File: src/rtl/gf256_arithmetic_unit_assert.svh
// assertion macros for the gf256 arithmetic unit
// expects clk_i and rst_ni in the including module's scope
`ifndef GF256_ARITHMETIC_UNIT_ASSERT_SVH
`define GF256_ARITHMETIC_UNIT_ASSERT_SVH

// same-cycle implication
`define GF_ASSERT_IMP(label, ante, cons) \
  label: assert property (@(posedge clk_i) disable iff (!rst_ni) (ante) |-> (cons)) \
    else $error("gf256 check failed");

// next-cycle implication
`define GF_ASSERT_NXT(label, ante, cons) \
  label: assert property (@(posedge clk_i) disable iff (!rst_ni) (ante) |=> (cons)) \
    else $error("gf256 check failed");

`endif

File: src/rtl/gf256_pkg.sv
// shared types, opcodes and the field multiply for the gf256 arithmetic unit
// no dependencies
`default_nettype none

package gf256_pkg;

  localparam logic [1:0] OP_MUL = 2'd0;
  localparam logic [1:0] OP_DIV = 2'd1;
  localparam logic [1:0] OP_INV = 2'd2;
  localparam logic [1:0] OP_POW = 2'd3;

  localparam logic [7:0] GF_RED   = 8'h1b;
  localparam logic [7:0] INV_EXP  = 8'd254;
  localparam logic [8:0] GF_ORDER = 9'd255;

  typedef struct packed {
    logic load;
    logic step;
    logic fin;
  } gf_cmd_t;

  typedef struct packed {
    logic exp_zero;
    logic need_mul;
  } gf_sts_t;

  function automatic logic [7:0] gf_mul(input logic [7:0] a, input logic [7:0] b);
    logic [7:0] acc;
    logic [7:0] x;
    acc = 8'h00;
    x   = a;
    for (int i = 0; i < 8; i++) begin
      if (b[i]) begin
        acc = acc ^ x;
      end
      x = x[7] ? ({x[6:0], 1'b0} ^ GF_RED) : {x[6:0], 1'b0};
    end
    return acc;
  endfunction

endpackage

`default_nettype wire

File: src/rtl/gf256_ctrl.sv
// sequencer for the gf256 arithmetic unit
// depends on gf256_pkg for the command and status structs
`default_nettype none

module gf256_ctrl
  import gf256_pkg::*;
(
  input  wire logic    clk_i,
  input  wire logic    rst_ni,
  input  wire logic    start,
  output logic         busy,
  output logic         done_o,
  output gf_cmd_t      cmd_o,
  input  wire gf_sts_t sts_i
);

  localparam logic [1:0] ST_IDLE = 2'd0;
  localparam logic [1:0] ST_EXP  = 2'd1;
  localparam logic [1:0] ST_MUL  = 2'd2;
  localparam logic [1:0] ST_OUT  = 2'd3;

  logic [1:0] state_q, state_d;

  always_comb begin
    state_d  = state_q;
    cmd_o    = '0;
    unique case (state_q)
      ST_IDLE: begin
        if (start) begin
          cmd_o.load = 1'b1;
          state_d    = ST_EXP;
        end
      end
      ST_EXP: begin
        if (!sts_i.exp_zero) begin
          cmd_o.step = 1'b1;
        end else if (sts_i.need_mul) begin
          state_d = ST_MUL;
        end else begin
          state_d = ST_OUT;
        end
      end
      ST_MUL: begin
        cmd_o.fin = 1'b1;
        state_d   = ST_OUT;
      end
      ST_OUT: begin
        state_d = ST_IDLE;
      end
      default: begin
        state_d = ST_IDLE;
      end
    endcase
  end

  always_ff @(posedge clk_i or negedge rst_ni) begin
    if (!rst_ni) begin
      state_q <= ST_IDLE;
    end else begin
      state_q <= state_d;
    end
  end

  assign busy   = (state_q != ST_IDLE);
  assign done_o = (state_q == ST_OUT);

endmodule

`default_nettype wire

File: src/rtl/gf256_dp.sv
// datapath of the gf256 arithmetic unit: operand setup, exponent reduction,
// square-and-multiply registers; depends on gf256_pkg
`default_nettype none

module gf256_dp
  import gf256_pkg::*;
(
  input  wire logic        clk_i,
  input  wire logic        rst_ni,
  input  wire gf_cmd_t     cmd_i,
  output gf_sts_t          sts_o,
  input  wire logic [1:0]  opcode_i,
  input  wire logic [7:0]  operand_a_i,
  input  wire logic [7:0]  operand_b_i,
  input  wire logic [31:0] exponent_i,
  output logic [7:0]       result_o,
  output logic             zero_divisor_o
);

  logic [7:0] r_q, r_d;
  logic [7:0] s_q, s_d;
  logic [7:0] e_q, e_d;
  logic [7:0] a_q, a_d;
  logic       zd_q, zd_d;
  logic       nm_q, nm_d;

  logic [9:0] byte_sum;
  logic [8:0] fold;
  logic [8:0] fold_red;
  logic [7:0] exp_red;
  logic [7:0] mul_lhs;
  logic [7:0] prod;
  logic [7:0] sq;

  // 256 = 1 mod 255, so the byte sum keeps the residue; 2^32 = 1 corrects the sign
  assign byte_sum = {2'b00, exponent_i[7:0]} + {2'b00, exponent_i[15:8]}
                  + {2'b00, exponent_i[23:16]} + {2'b00, exponent_i[31:24]}
                  - {9'd0, exponent_i[31]};
  assign fold     = {7'd0, byte_sum[9:8]} + {1'b0, byte_sum[7:0]};
  assign fold_red = (fold >= GF_ORDER) ? (fold - GF_ORDER) : fold;
  assign exp_red  = fold_red[7:0];

  assign mul_lhs = cmd_i.fin ? a_q : s_q;
  assign prod    = gf_mul(r_q, mul_lhs);
  assign sq      = gf_mul(s_q, s_q);

  always_comb begin
    r_d  = r_q;
    s_d  = s_q;
    e_d  = e_q;
    a_d  = a_q;
    zd_d = zd_q;
    nm_d = nm_q;
    if (cmd_i.load) begin
      a_d  = operand_a_i;
      r_d  = 8'd1;
      s_d  = operand_a_i;
      e_d  = 8'd0;
      zd_d = 1'b0;
      nm_d = 1'b0;
      unique case (opcode_i)
        OP_MUL: begin
          r_d  = operand_b_i;
          nm_d = 1'b1;
        end
        OP_DIV: begin
          if (operand_b_i == 8'd0) begin
            r_d  = operand_a_i;
            zd_d = 1'b1;
          end else begin
            s_d  = operand_b_i;
            e_d  = INV_EXP;
            nm_d = 1'b1;
          end
        end
        OP_INV: begin
          if (operand_a_i == 8'd0) begin
            zd_d = 1'b1;
          end else begin
            e_d = INV_EXP;
          end
        end
        OP_POW: begin
          e_d = exp_red;
        end
        default: begin
          e_d = 8'd0;
        end
      endcase
    end else if (cmd_i.step) begin
      if (e_q[0]) begin
        r_d = prod;
      end
      s_d = sq;
      e_d = {1'b0, e_q[7:1]};
    end else if (cmd_i.fin) begin
      r_d = prod;
    end
  end

  always_ff @(posedge clk_i or negedge rst_ni) begin
    if (!rst_ni) begin
      e_q  <= 8'd0;
      nm_q <= 1'b0;
    end else begin
      e_q  <= e_d;
      nm_q <= nm_d;
    end
  end

  always_ff @(posedge clk_i) begin
    r_q  <= r_d;
    s_q  <= s_d;
    a_q  <= a_d;
    zd_q <= zd_d;
  end

  assign sts_o.exp_zero = (e_q == 8'd0);
  assign sts_o.need_mul = nm_q;
  assign result_o       = r_q;
  assign zero_divisor_o = zd_q;

endmodule

`default_nettype wire

File: src/rtl/gf256_arithmetic_unit.sv
// Arithmetic unit over GF(2^8), polynomial 0x11B: multiply, divide, invert
// and signed power. A word is taken when start is high and busy is low; its
// result shows on result_o and zero_divisor_o for exactly one cycle with
// done_o high, and must be captured then since the receiver cannot stall.
// Timing is set by the square-and-multiply loop, one exponent bit per cycle
// over the exponent reduced to 0..254 (254 for divide and invert): after the
// accepting edge the sequencer squares through the exponent bits, passes a
// final multiply state for multiply and divide, then raises done_o; busy falls
// with done_o, so a new word is taken only after the previous result.
// Depends on gf256_pkg, gf256_ctrl, gf256_dp and the assertion macro header.
`default_nettype none
`include "gf256_arithmetic_unit_assert.svh"

module gf256_arithmetic_unit
  import gf256_pkg::*;
(
  input  wire logic        clk_i,
  input  wire logic        rst_ni,
  input  wire logic        start,
  output logic             busy,
  input  wire logic [1:0]  opcode_i,
  input  wire logic [7:0]  operand_a_i,
  input  wire logic [7:0]  operand_b_i,
  input  wire logic [31:0] exponent_i,
  output logic             done_o,
  output logic [7:0]       result_o,
  output logic             zero_divisor_o
);

  gf_cmd_t cmd;
  gf_sts_t sts;

  gf256_ctrl u_ctrl (
    .clk_i  (clk_i),
    .rst_ni (rst_ni),
    .start  (start),
    .busy   (busy),
    .done_o (done_o),
    .cmd_o  (cmd),
    .sts_i  (sts)
  );

  gf256_dp u_dp (
    .clk_i          (clk_i),
    .rst_ni         (rst_ni),
    .cmd_i          (cmd),
    .sts_o          (sts),
    .opcode_i       (opcode_i),
    .operand_a_i    (operand_a_i),
    .operand_b_i    (operand_b_i),
    .exponent_i     (exponent_i),
    .result_o       (result_o),
    .zero_divisor_o (zero_divisor_o)
  );

  `GF_ASSERT_IMP(a_done_busy, done_o, busy)
  `GF_ASSERT_NXT(a_done_pulse, done_o, !done_o && !busy)
  `GF_ASSERT_NXT(a_start_busy, start && !busy, busy && !done_o)
  `GF_ASSERT_IMP(a_cmd_excl, 1'b1, $onehot0({cmd.load, cmd.step, cmd.fin}))

endmodule

`default_nettype wire
File: config.mk
export PLATFORM = sky130hd
export DESIGN_NAME = gf256_arithmetic_unit
export DESIGN_NICKNAME = d
export VERILOG_FILES = /design/src/rtl/gf256_pkg.sv /design/src/rtl/gf256_ctrl.sv /design/src/rtl/gf256_dp.sv /design/src/rtl/gf256_arithmetic_unit.sv
export VERILOG_INCLUDE_DIRS = /design/src /design/src/rtl
export SDC_FILE = /design/constraint.sdc
export NUM_CORES = 1
export LEC_CHECK = 0
export ABC_AREA = 1
export BUFFER_PORTS_ARGS = -buffer_cell sky130_fd_sc_hd__buf_2
export CORE_MARGIN = 3
export CORE_UTILIZATION = 50
export DETAILED_ROUTE_END_ITERATION = 10
export HOLD_SLACK_MARGIN = 0.12
export PLACE_DENSITY = 0.67
export SLEW_MARGIN = 0
export SYNTH_ARGS = -nofsm -noshare
export SYNTH_HDL_FRONTEND = slang
export SYNTH_SLANG_ARGS = --single-unit
File: constraint.sdc
create_clock -name clk_i -period 6.1 [get_ports clk_i]
set_input_delay 1.22 -clock clk_i [delete_from_list [all_inputs] [get_ports clk_i]]
set_output_delay 1.22 -clock clk_i [all_outputs]
set_load 0.05 [all_outputs]
=== After elaboration in Yosys (flattened, before gate mapping) ===
Index checks and enable logic that the tools add are counted.

* Bits in registers: 36
* Output and inout bits: 11

* Add/subtract/negate cells: 6
* Order comparisons: 1
* Equality and inequality tests: 9
* Mux-type cells: 61
* Bitwise gates (word level): 28
* Reductions and logical operators: 10

{| class="wikitable"
|+ Operator list
! kind !! count
|-
| $mux W8 || 31
|-
| $xor A8 B8 Y8 || 14
|-
| $mux W5 || 14
|-
| $not A4 Y4 || 14
|-
| $logic_not A8 Y1 || 3
|-
| $pmux W8 S3 || 1
|-
| $add A10 B8 Y10 || 2
|-
| $pmux W8 S2 || 1
|-
| $sub A10 B1 Y10 || 1
|-
| $add A2 B8 Y9 || 1
|-
| $add A8 B8 Y9 || 1
|-
| $ge A9 B8 Y1 const B || 1
|-
| $mux W1 || 9
|-
| $eq A2 B2 Y1 const B || 4
|-
| $pmux W2 S4 || 1
|-
| $sub A8 B8 Y8 const B || 1
|-
| $eq A2 B1 Y1 const B || 2
|-
| $logic_not A2 Y1 || 2
|-
| $mux W2 || 2
|-
| $pmux W1 S2 || 2
|-
| $reduce_and A2 Y1 || 2
|-
| $reduce_bool A2 Y1 || 2
|-
| $ne A3 B1 Y1 const B || 1
|-
| $reduce_bool A3 Y1 || 1
|-
| other kinds (2) || 2
|}

=== Depth between registers and ports, before layout ===
Gate-level depths: netlist (run 1).

* Depth in word-level cells: 21
* Gate-level depth with buffers: 35
* Gate-level depth less buffers: 35

=== Modules after synthesis ===
A second synthesis (run 1) with hierarchy kept.

* Cell total of the unflattened synthesis: 806
* Area, all modules: 5445.2 um^2

{| class="wikitable"
|+ Modules (own cells, without submodules)
! module !! times used !! cells each !! area an instance (um^2)
|-
| gf256_dp || 1 || 776 || 5232.5
|-
| gf256_ctrl || 1 || 30 || 212.7
|}

=== Worst setup path after synthesis (run 1) ===
OpenSTA, ideal clock, no wires.

* Path kind: input to register
* Start point: input exponent_i[0]
* End point: register u_dp.e_q[3]
* Library setup time: 0.125 ns
* Data arrival time: 5.590 ns
* Path slack: 0.384 ns
* Stages: 28
* Cells stage by stage: ha_1 > fa_1 > nand3_1 > nand2_1 > a21oi_1 > o21ai_0 > xnor2_1 > ha_1 > inv_1 > fa_1 > ha_1 > a21oi_1 > nand3_1 > nand2_1 > nand2_1 > a21oi_1 > xnor2_1 > fa_1 > ha_1 > inv_1 > nor2_1 > nand4_1 > nand2_1 > nand3_2 > nand2_1 > nand2_1 > nand3_1 > nand3_1

* Cells in the longest elaborated chain, start to end: 9
* Elaborated cells on any way between the ends: 10

{| class="wikitable"
|+ RTL lines
! item !! line !! source
|-
| start: declaration || gf256_arithmetic_unit.sv:24 || <nowiki>input wire logic [31:0] exponent_i,</nowiki>
|-
| $add A8 B8 Y9 * || gf256_dp.sv:36 || <nowiki>assign byte_sum = {2'b00, exponent_i[7:0]} + {2'b00, exponent_i[15:8]}</nowiki>
|-
| $add A10 B8 Y10 * (2 in a row) || gf256_dp.sv:37 || <nowiki>+ {2'b00, exponent_i[23:16]} + {2'b00, exponent_i[31:24]}</nowiki>
|-
| $sub A10 B1 Y10 * || gf256_dp.sv:38 || <nowiki>- {9'd0, exponent_i[31]};</nowiki>
|-
| $add A2 B8 Y9 * || gf256_dp.sv:39 || <nowiki>assign fold = {7'd0, byte_sum[9:8]} + {1'b0, byte_sum[7:0]};</nowiki>
|-
| $sub A8 B8 Y8 or $ge A9 B8 Y1 (tied branches) || gf256_dp.sv:40 || <nowiki>assign fold_red = (fold >= GF_ORDER) ? (fold - GF_ORDER) : fold;</nowiki>
|-
| $mux W8 * || gf256_dp.sv:40 ||
|-
| $pmux W8 S3 * || gf256_dp.sv:61 || <nowiki>unique case (opcode_i)</nowiki>
|-
| $mux W8 * || gf256_dp.sv:54 || <nowiki>if (cmd_i.load) begin</nowiki>
|-
| end signal: assignment || gf256_dp.sv:103 || <nowiki>e_q <= 8'd0;</nowiki>
|-
| end signal: assignment || gf256_dp.sv:106 || <nowiki>e_q <= e_d;</nowiki>
|-
| end: declaration || gf256_dp.sv:22 || <nowiki>logic [7:0] e_q, e_d;</nowiki>
|}

Mark *: on every way between the ends. The rest lies on a longest branch, timed or not.
A chain may end at the register's enable or synchronous reset.

=== Worst setup path in the final report (run 1) ===
* Start point: input exponent_i[2]
* End point: register u_dp.e_q[3]

Same word-level chain as after synthesis.

==> metrics.md, run 1 <==
| Metric | Value |
|---|---|
| FF-to-FF path depth | `9` |
| Synth Area in Simple Gates | `0.3360` |
| Syn avg cell area | `6.423 um^2` |
| Post-synth EDFFs | `25` |
| Setup TNS | `0 ns` |
| Area contributors post-synth | `nand2_1, edfxtp_1, inv_1, ha_1, xor2_1` |
| IO Port Bufs | `63` |
| Hold path depth | `2` |
| Largest net degree at the start of global routing | `27` |
| Max-slew violation count | `0` |
| Final antenna-violating net count | `0` |
| Setup Viol. Count Final | `0` |
| Fin nets | `1045` |
| Ys async rst share | `0.3056` |
| Yosys top cell area share | `0.1995` |
| DR WL/cell | `around 13 um` |
| Post-synthesis adder-cell area fraction | `0.1236` |
| Final Skew | `around 0.0032 ns` |
| Least-Margin Pin Slew | `0.8411 ns` |
| Global-route wire length before repair | `between 20000 and 25000 um` |
| Critical path's slowest cell | `fa_1` |
| Final GP Congestion | `just over 0.9` |
| Commonest cells in the netlist | `nand2_1, inv_1, nor2_1, nand3_1, xor2_1` |
| Max Cap Violations | `0` |
| Initial Util | `0.5145` |
| Clk_lat worst skew | `0.28 ns` |
| Synth Area in Compound Gates | `0.08339` |
| Routed vias | `roughly 5500` |
| Post-Synthesis Net Count | `roughly 1000` |
| Post-DP HPWL | `roughly 11000 um` |
| CTS tree | `built` |
| HP Class | `reg -> reg` |
| CTS sink cnt | `36` |
| I/O pins | `64` |
| Most numerous cell in the Yosys netlist | `nand2_1` |
| CTS Buf Count | `5` |
| Rel. slew slack | `0.4379` |
| Endpoints failing hold | `0` |
| Vias in the first global route | `around 5300` |
| Die ar. | `0.01256 mm^2` |
| Worst path required time | `6.26 ns` |
| Die Span Y | `approximately 110 um` |
| Post-CTS Hold Fix Bufs | `0` |
| Worst path max stage delay | `~0.53 ns` |
| Post-CTS setup buffer count | `0` |
| Ant. Diodes | `0` |
| XOR/XNOR Fraction of Synth Area | `0.1652` |
| Clk root buf | `clkbuf_16` |
| GRT Total Usage | `0.2270` |
| Tmin final | `slightly below 6 ns` |
| Vias per std cell | `around 5` |
| Die Wd | `~110 um` |
| Drt first pass iters | `5` |
| Synth Register Bits | `36` |
| Synth cell types | `45` |
| Crit Path Category | `in -> reg` |
| Grt total ovfl | `0` |
| Drt total wl | `13890 um` |
| FMAX | `173.3 MHz` |
| Cells after synthesis | `876` |
| CP most frequent cell | `ha_1` |
| Initial antenna violation count | `0` |
| Cell taking the most area after synthesis | `nand2_1` |
| Detailed Route Iter0 Violations | `463` |
| WHS | `approximately 0.52 ns` |
| Clock Path Buffers | `2` |
| Critical Path End Type | `register` |
| Layout cell share with drive strength beyond 1 | `0.1282` |
| DRC | `0` |
| Core ar. | `approximately 0.011 mm^2` |
| PostCTS Resize Cnt | `0` |
| Largest family of logic cells by synthesized area | `simple AND/OR/NAND/NOR gates` |
| Row cnt | `38` |
| Critical path peak fanout | `5` |
| Final period util | `0.9462` |
| Prevailing post-synth register cell | `edfxtp_1` |
| Filler Cell Count | `between 1000 and 1500` |
| CP Launch Type | `primary input` |
| Post-DP Area | `roughly 0.0061 mm^2` |
| Status | `complete, no violations` |
| Synth warn | `0` |
| Netlist Area Pre-Place | `around 0.0056 mm^2` |
| Syn-to-layout area delta | `12.61%` |
| CTS HTree Levels | `2` |
| Seq/Total Area, Yosys | `0.1823` |
| Final instance area | `roughly 0.0063 mm^2` |
| Worst Path Arrival | `5.93 ns` |
| Clk slew on worst S/H paths | `approximately 0.05 ns` |
| Mux contribution to synthesized area | `0` |
layout make-up:
cell class | instances | area [um^2] | share of cell area
Multi-Input combinational cell | 684 | 4044 | 0.6382
Sequential cell | 36 | 1026 | 0.1619
Inverter | 141 | 529.3 | 0.08353
Timing Repair Buffer | 75 | 405.4 | 0.06398
Tap cell | 140 | 175.2 | 0.02765
Clock buffer | 8 | 156.4 | 0.02468
routing by layer:
layer  GRT usage  vias up  part of all wire
met3     0.01995       16             0.053
met1      0.3132     2430              0.47
met2      0.3925      148              0.47
li1            -     2869                 -
met5           0        -                 0
met4     0.04327        0             0.011
worst paths after layout:
path / from / endpoint / slack, ns
setup / recovery: exponent_i[2] / u_dp.e_q[3]$_DFFE_PN0P_ / 0.33
hold / removal: u_dp.e_q[7]$_DFFE_PN0P_ / u_dp.e_q[6]$_DFFE_PN0P_ / 0.52
setup reg to reg: u_ctrl.state_q[1]$_DFFE_PN0P_ / u_dp.result_o[1]$_DFFE_PP_ / 3.25
hold reg to reg: u_dp.e_q[7]$_DFFE_PN0P_ / u_dp.e_q[6]$_DFFE_PN0P_ / 0.52
max in group asynchronous: rst_ni / u_dp.e_q[2]$_DFFE_PN0P_ / 5.11
min in group asynchronous: rst_ni / u_dp.nm_q$_DFFE_PN0P_ / 0.80
cell families (layout without fill, tap and decap cells):
family,after synthesis,after routing
compound gates,78,78
xor+xnor,101,101
fa+ha+maj,49,49
buf+inv,156,224
flops,36,36
simple gates,456,456
sequential cells by signal, indices dropped and copies added (netlist names):
| name | count |
|---|---|
| u_dp.a_q | 8 |
| u_dp.e_q | 8 |
| u_dp.result_o | 8 |
| u_dp.s_q | 8 |
| u_ctrl.state_q | 2 |
| u_dp.nm_q | 1 |
| u_dp.zero_divisor_o | 1 |
stage by stage:
stage / util / instances / setup slack (ns)
finish: 0.5794 / 1084 / 0.3285
global route: 0.5794 / 1084 / -0.01197
CTS: 0.5740 / 1084 / 0.2223
detailed placement: 0.5597 / 1076 / -0.07227
global placement: 0.5597 / 1076 / 0.002585
floorplan: - / 876 / 0.3841
critical path, delay by kind of cell:
kind	cells	cell delay (ns)
buffers and inverters	3	0.19
AO/OA/AOI/OAI	6	0.81
XOR/XNOR	2	0.31
adder cells (fa/ha/maj)	7	2.37
AND/OR/NAND/NOR	10	1.01
placed cells by master, fill, tap and decap left out, drive strengths merged:
cell type	count
a211oi	4
a21boi	2
a21o	1
a21oi	21
a22oi	2
and2	1
buf	75
clkbuf	8
clkinv	1
dfrtp	11
edfxtp	25
fa	11
ha	38
inv	140
nand2	303
nand2b	1
nand3	54
nand3b	11
nand4	9
nor2	68
nor3	2
nor4	3
o211ai	1
o21a	1
o21ai	28
o21bai	3
o221ai	1
o22ai	14
or2	4
xnor2	47
xor2	54
Power of run 1 is left out: the tool's default activity adds up to more than one toggle a clock period on the data nets, which glitch-free logic cannot reach.
==> run 2, diff against run 1 <==
--- a/config.mk
+++ b/config.mk
@@ -9,10 +9,10 @@
 export ABC_AREA = 1
 export BUFFER_PORTS_ARGS = -buffer_cell sky130_fd_sc_hd__buf_2
 export CORE_MARGIN = 3
-export CORE_UTILIZATION = 50
+export CORE_UTILIZATION = 55
 export DETAILED_ROUTE_END_ITERATION = 10
 export HOLD_SLACK_MARGIN = 0.12
-export PLACE_DENSITY = 0.67
+export PLACE_DENSITY = 0.76
 export SLEW_MARGIN = 0
 export SYNTH_ARGS = -nofsm -noshare
 export SYNTH_HDL_FRONTEND = slang
==> metrics.md, run 2 (synthesis results as in run 1) <==
| Metric | Value |
|---|---|
| Grt total ovfl | `0` |
| WHS | `0.5413 ns` |
| Layout cell share with drive strength beyond 1 | `0.1285` |
| Post-route setup slack | `0.3147 ns` |
| DRC | `0` |
| Crit Path Category | `in -> reg` |
| Met2 Use GR | `0.4030` |
| Tmin final | `5.785 ns` |
| GRT Total Usage | `0.2418` |
| Least-Margin Pin Slew | `around 0.66 ns` |
| CP Launch Type | `primary input` |
| Critical path peak fanout | `5` |
| Final GP Congestion | `0.9340` |
| Post-DP HPWL | `11130 um` |
| Pre-CTS worst setup slack | `-0.1314 ns` |
| Drt first pass iters | `5` |
| Clock Path Buffers | `2` |
| Row cnt | `36` |
| Critical Path End Type | `register` |
| Status | `complete, no violations` |
| HP Class | `reg -> reg` |
| Most common cell after layout, fill and taps aside | `nand2_1` |
| CP most frequent cell | `nand2_1` |
| IO Port Bufs | `63` |
| Final core utilization | `0.6339` |
| Clk slew on worst S/H paths | `~0.08 ns` |
| Routed vias | `around 5500` |
| CTS Buf Count | `5` |
| Clk_lat worst skew | `around 0.29 ns` |
| Largest net degree at the start of global routing | `26` |
| CTS sink cnt | `36` |
| Initial antenna violation count | `0` |
| Global route hottest layer | `met2` |
| Routing usage on met1 | `0.3403` |
| Final Skew | `0.006981 ns` |
| Vias in the first global route | `about 5100` |
| I/O pins | `64` |
| Critical path's slowest cell | `fa_1` |
| Die Span Y | `about 110 um` |
| Global-route wire length before repair | `22790 um` |
| Met3 Use GR | `0.02830` |
| Final period util | `0.9484` |
| Core ar. | `a little under 0.01 mm^2` |
| CTS tree | `built` |
| Die ar. | `0.01148 mm^2` |
| Initial Util | `0.5704` |
| Max-slew violation count | `0` |
| Rel. slew slack | `0.5591` |
| Setup Viol. Count Final | `0` |
| Clk root buf | `clkbuf_8` |
| Max Cap Violations | `0` |
| Syn-to-layout area delta | `11.14%` |
| Detailed Route Iter0 Violations | `410` |
| Ant. Diodes | `0` |
| Worst path required time | `6.28 ns` |
| DR WL/cell | `approximately 13 um` |
| Final antenna-violating net count | `0` |
| Worst Path Arrival | `between 5 and 6 ns` |
| Drt total wl | `about 14000 um` |
| Post-CTS Hold Fix Bufs | `0` |
| Filler Cell Count | `a little over 900` |
| FF-to-FF path depth | `16` |
| Most frequent cells in the layout | `nand2_1, inv_1, nor2_1` |
| Die Wd | `between 100 and 150 um` |
| Worst path max stage delay | `approximately 0.54 ns` |
| Vias per std cell | `5.125` |
| FMAX | `172.9 MHz` |
| Endpoints failing hold | `0` |
| Setup TNS | `0 ns` |
| CTS HTree Levels | `2` |
| Hold path depth | `2` |
| Fin nets | `1043` |
-- run 2: changes by cell type in the layout (fill, tap and decap cells not counted), moves of 2 or more --
cell,previous run,this run
nand3_2,3,1
clkbuf_16,5,0
clkbuf_8,2,5
a21oi_2,3,5
nand3_1,51,53
a21oi_1,18,16
buf_4,12,10
ha_2,0,2
ha_1,37,34
-- run 2: critical path, delay by kind of cell --
kind | cells | cell delay (ns)
adders and majority gates | 7 | 2.27
AOI/OAI and AO/OA | 5 | 0.63
xor gates and xnor gates | 2 | 0.33
buffers and inverters | 4 | 0.23
and+or+nand+nor | 12 | 1.25
-- run 2: layout make-up --
| cell class | instances | area [um^2] | share of cell area |
|---|---|---|---|
| Clock inverter | 2 | 11.26 | 0.001801 |
| Sequential cell | 36 | 1026 | 0.1641 |
| Inverter | 141 | 529.3 | 0.08463 |
| Clock buffer | 6 | 72.57 | 0.01160 |
| Multi-Input combinational cell | 684 | 4058 | 0.6489 |
| Timing Repair Buffer | 73 | 390.4 | 0.06242 |
| Tap cell | 133 | 166.4 | 0.02661 |
-- run 2: routing by layer --
metal | vias to the layer above | routed length, um | part of all wire
met5 | - | 0 | 0
met1 | 2463 | 6397 | 0.47
met4 | 0 | 178 | 0.013
li1 | 2866 | - | -
met2 | 161 | 6270 | 0.46
met3 | 19 | 874 | 0.064
-- run 2: final timing paths --
| kind | startpoint | endpoint | slack (ns) |
|---|---|---|---|
| min in group asynchronous | rst_ni | u_dp.e_q[7]$_DFFE_PN0P_ | 0.78 |
| setup / recovery | exponent_i[2] | u_dp.e_q[3]$_DFFE_PN0P_ | 0.31 |
| max in group asynchronous | rst_ni | u_dp.nm_q$_DFFE_PN0P_ | 5.11 |
| hold / removal | u_dp.e_q[7]$_DFFE_PN0P_ | u_dp.e_q[6]$_DFFE_PN0P_ | 0.54 |
| hold reg to reg | u_dp.e_q[7]$_DFFE_PN0P_ | u_dp.e_q[6]$_DFFE_PN0P_ | 0.54 |
| setup reg to reg | u_ctrl.state_q[0]$_DFFE_PN0P_ | u_dp.result_o[5]$_DFFE_PP_ | 3.27 |
-- run 2: what timing repair did --
item | 4_1_cts | 5_1_grt
endpoints found under the setup margin | 0 | 8
gates resized for setup | 0 | 17
buffers inserted | 0 | 2
-- run 2: metrics by stage --
step / instances / cell area (um^2)
finish: 1075 / 6254
CTS: 1073 / 6166
global placement: 1065 / 6082
detailed placement: 1065 / 6082
global route: 1075 / 6254
floorplan: 876 / 5627
Power of run 2 is left out for the same reason.
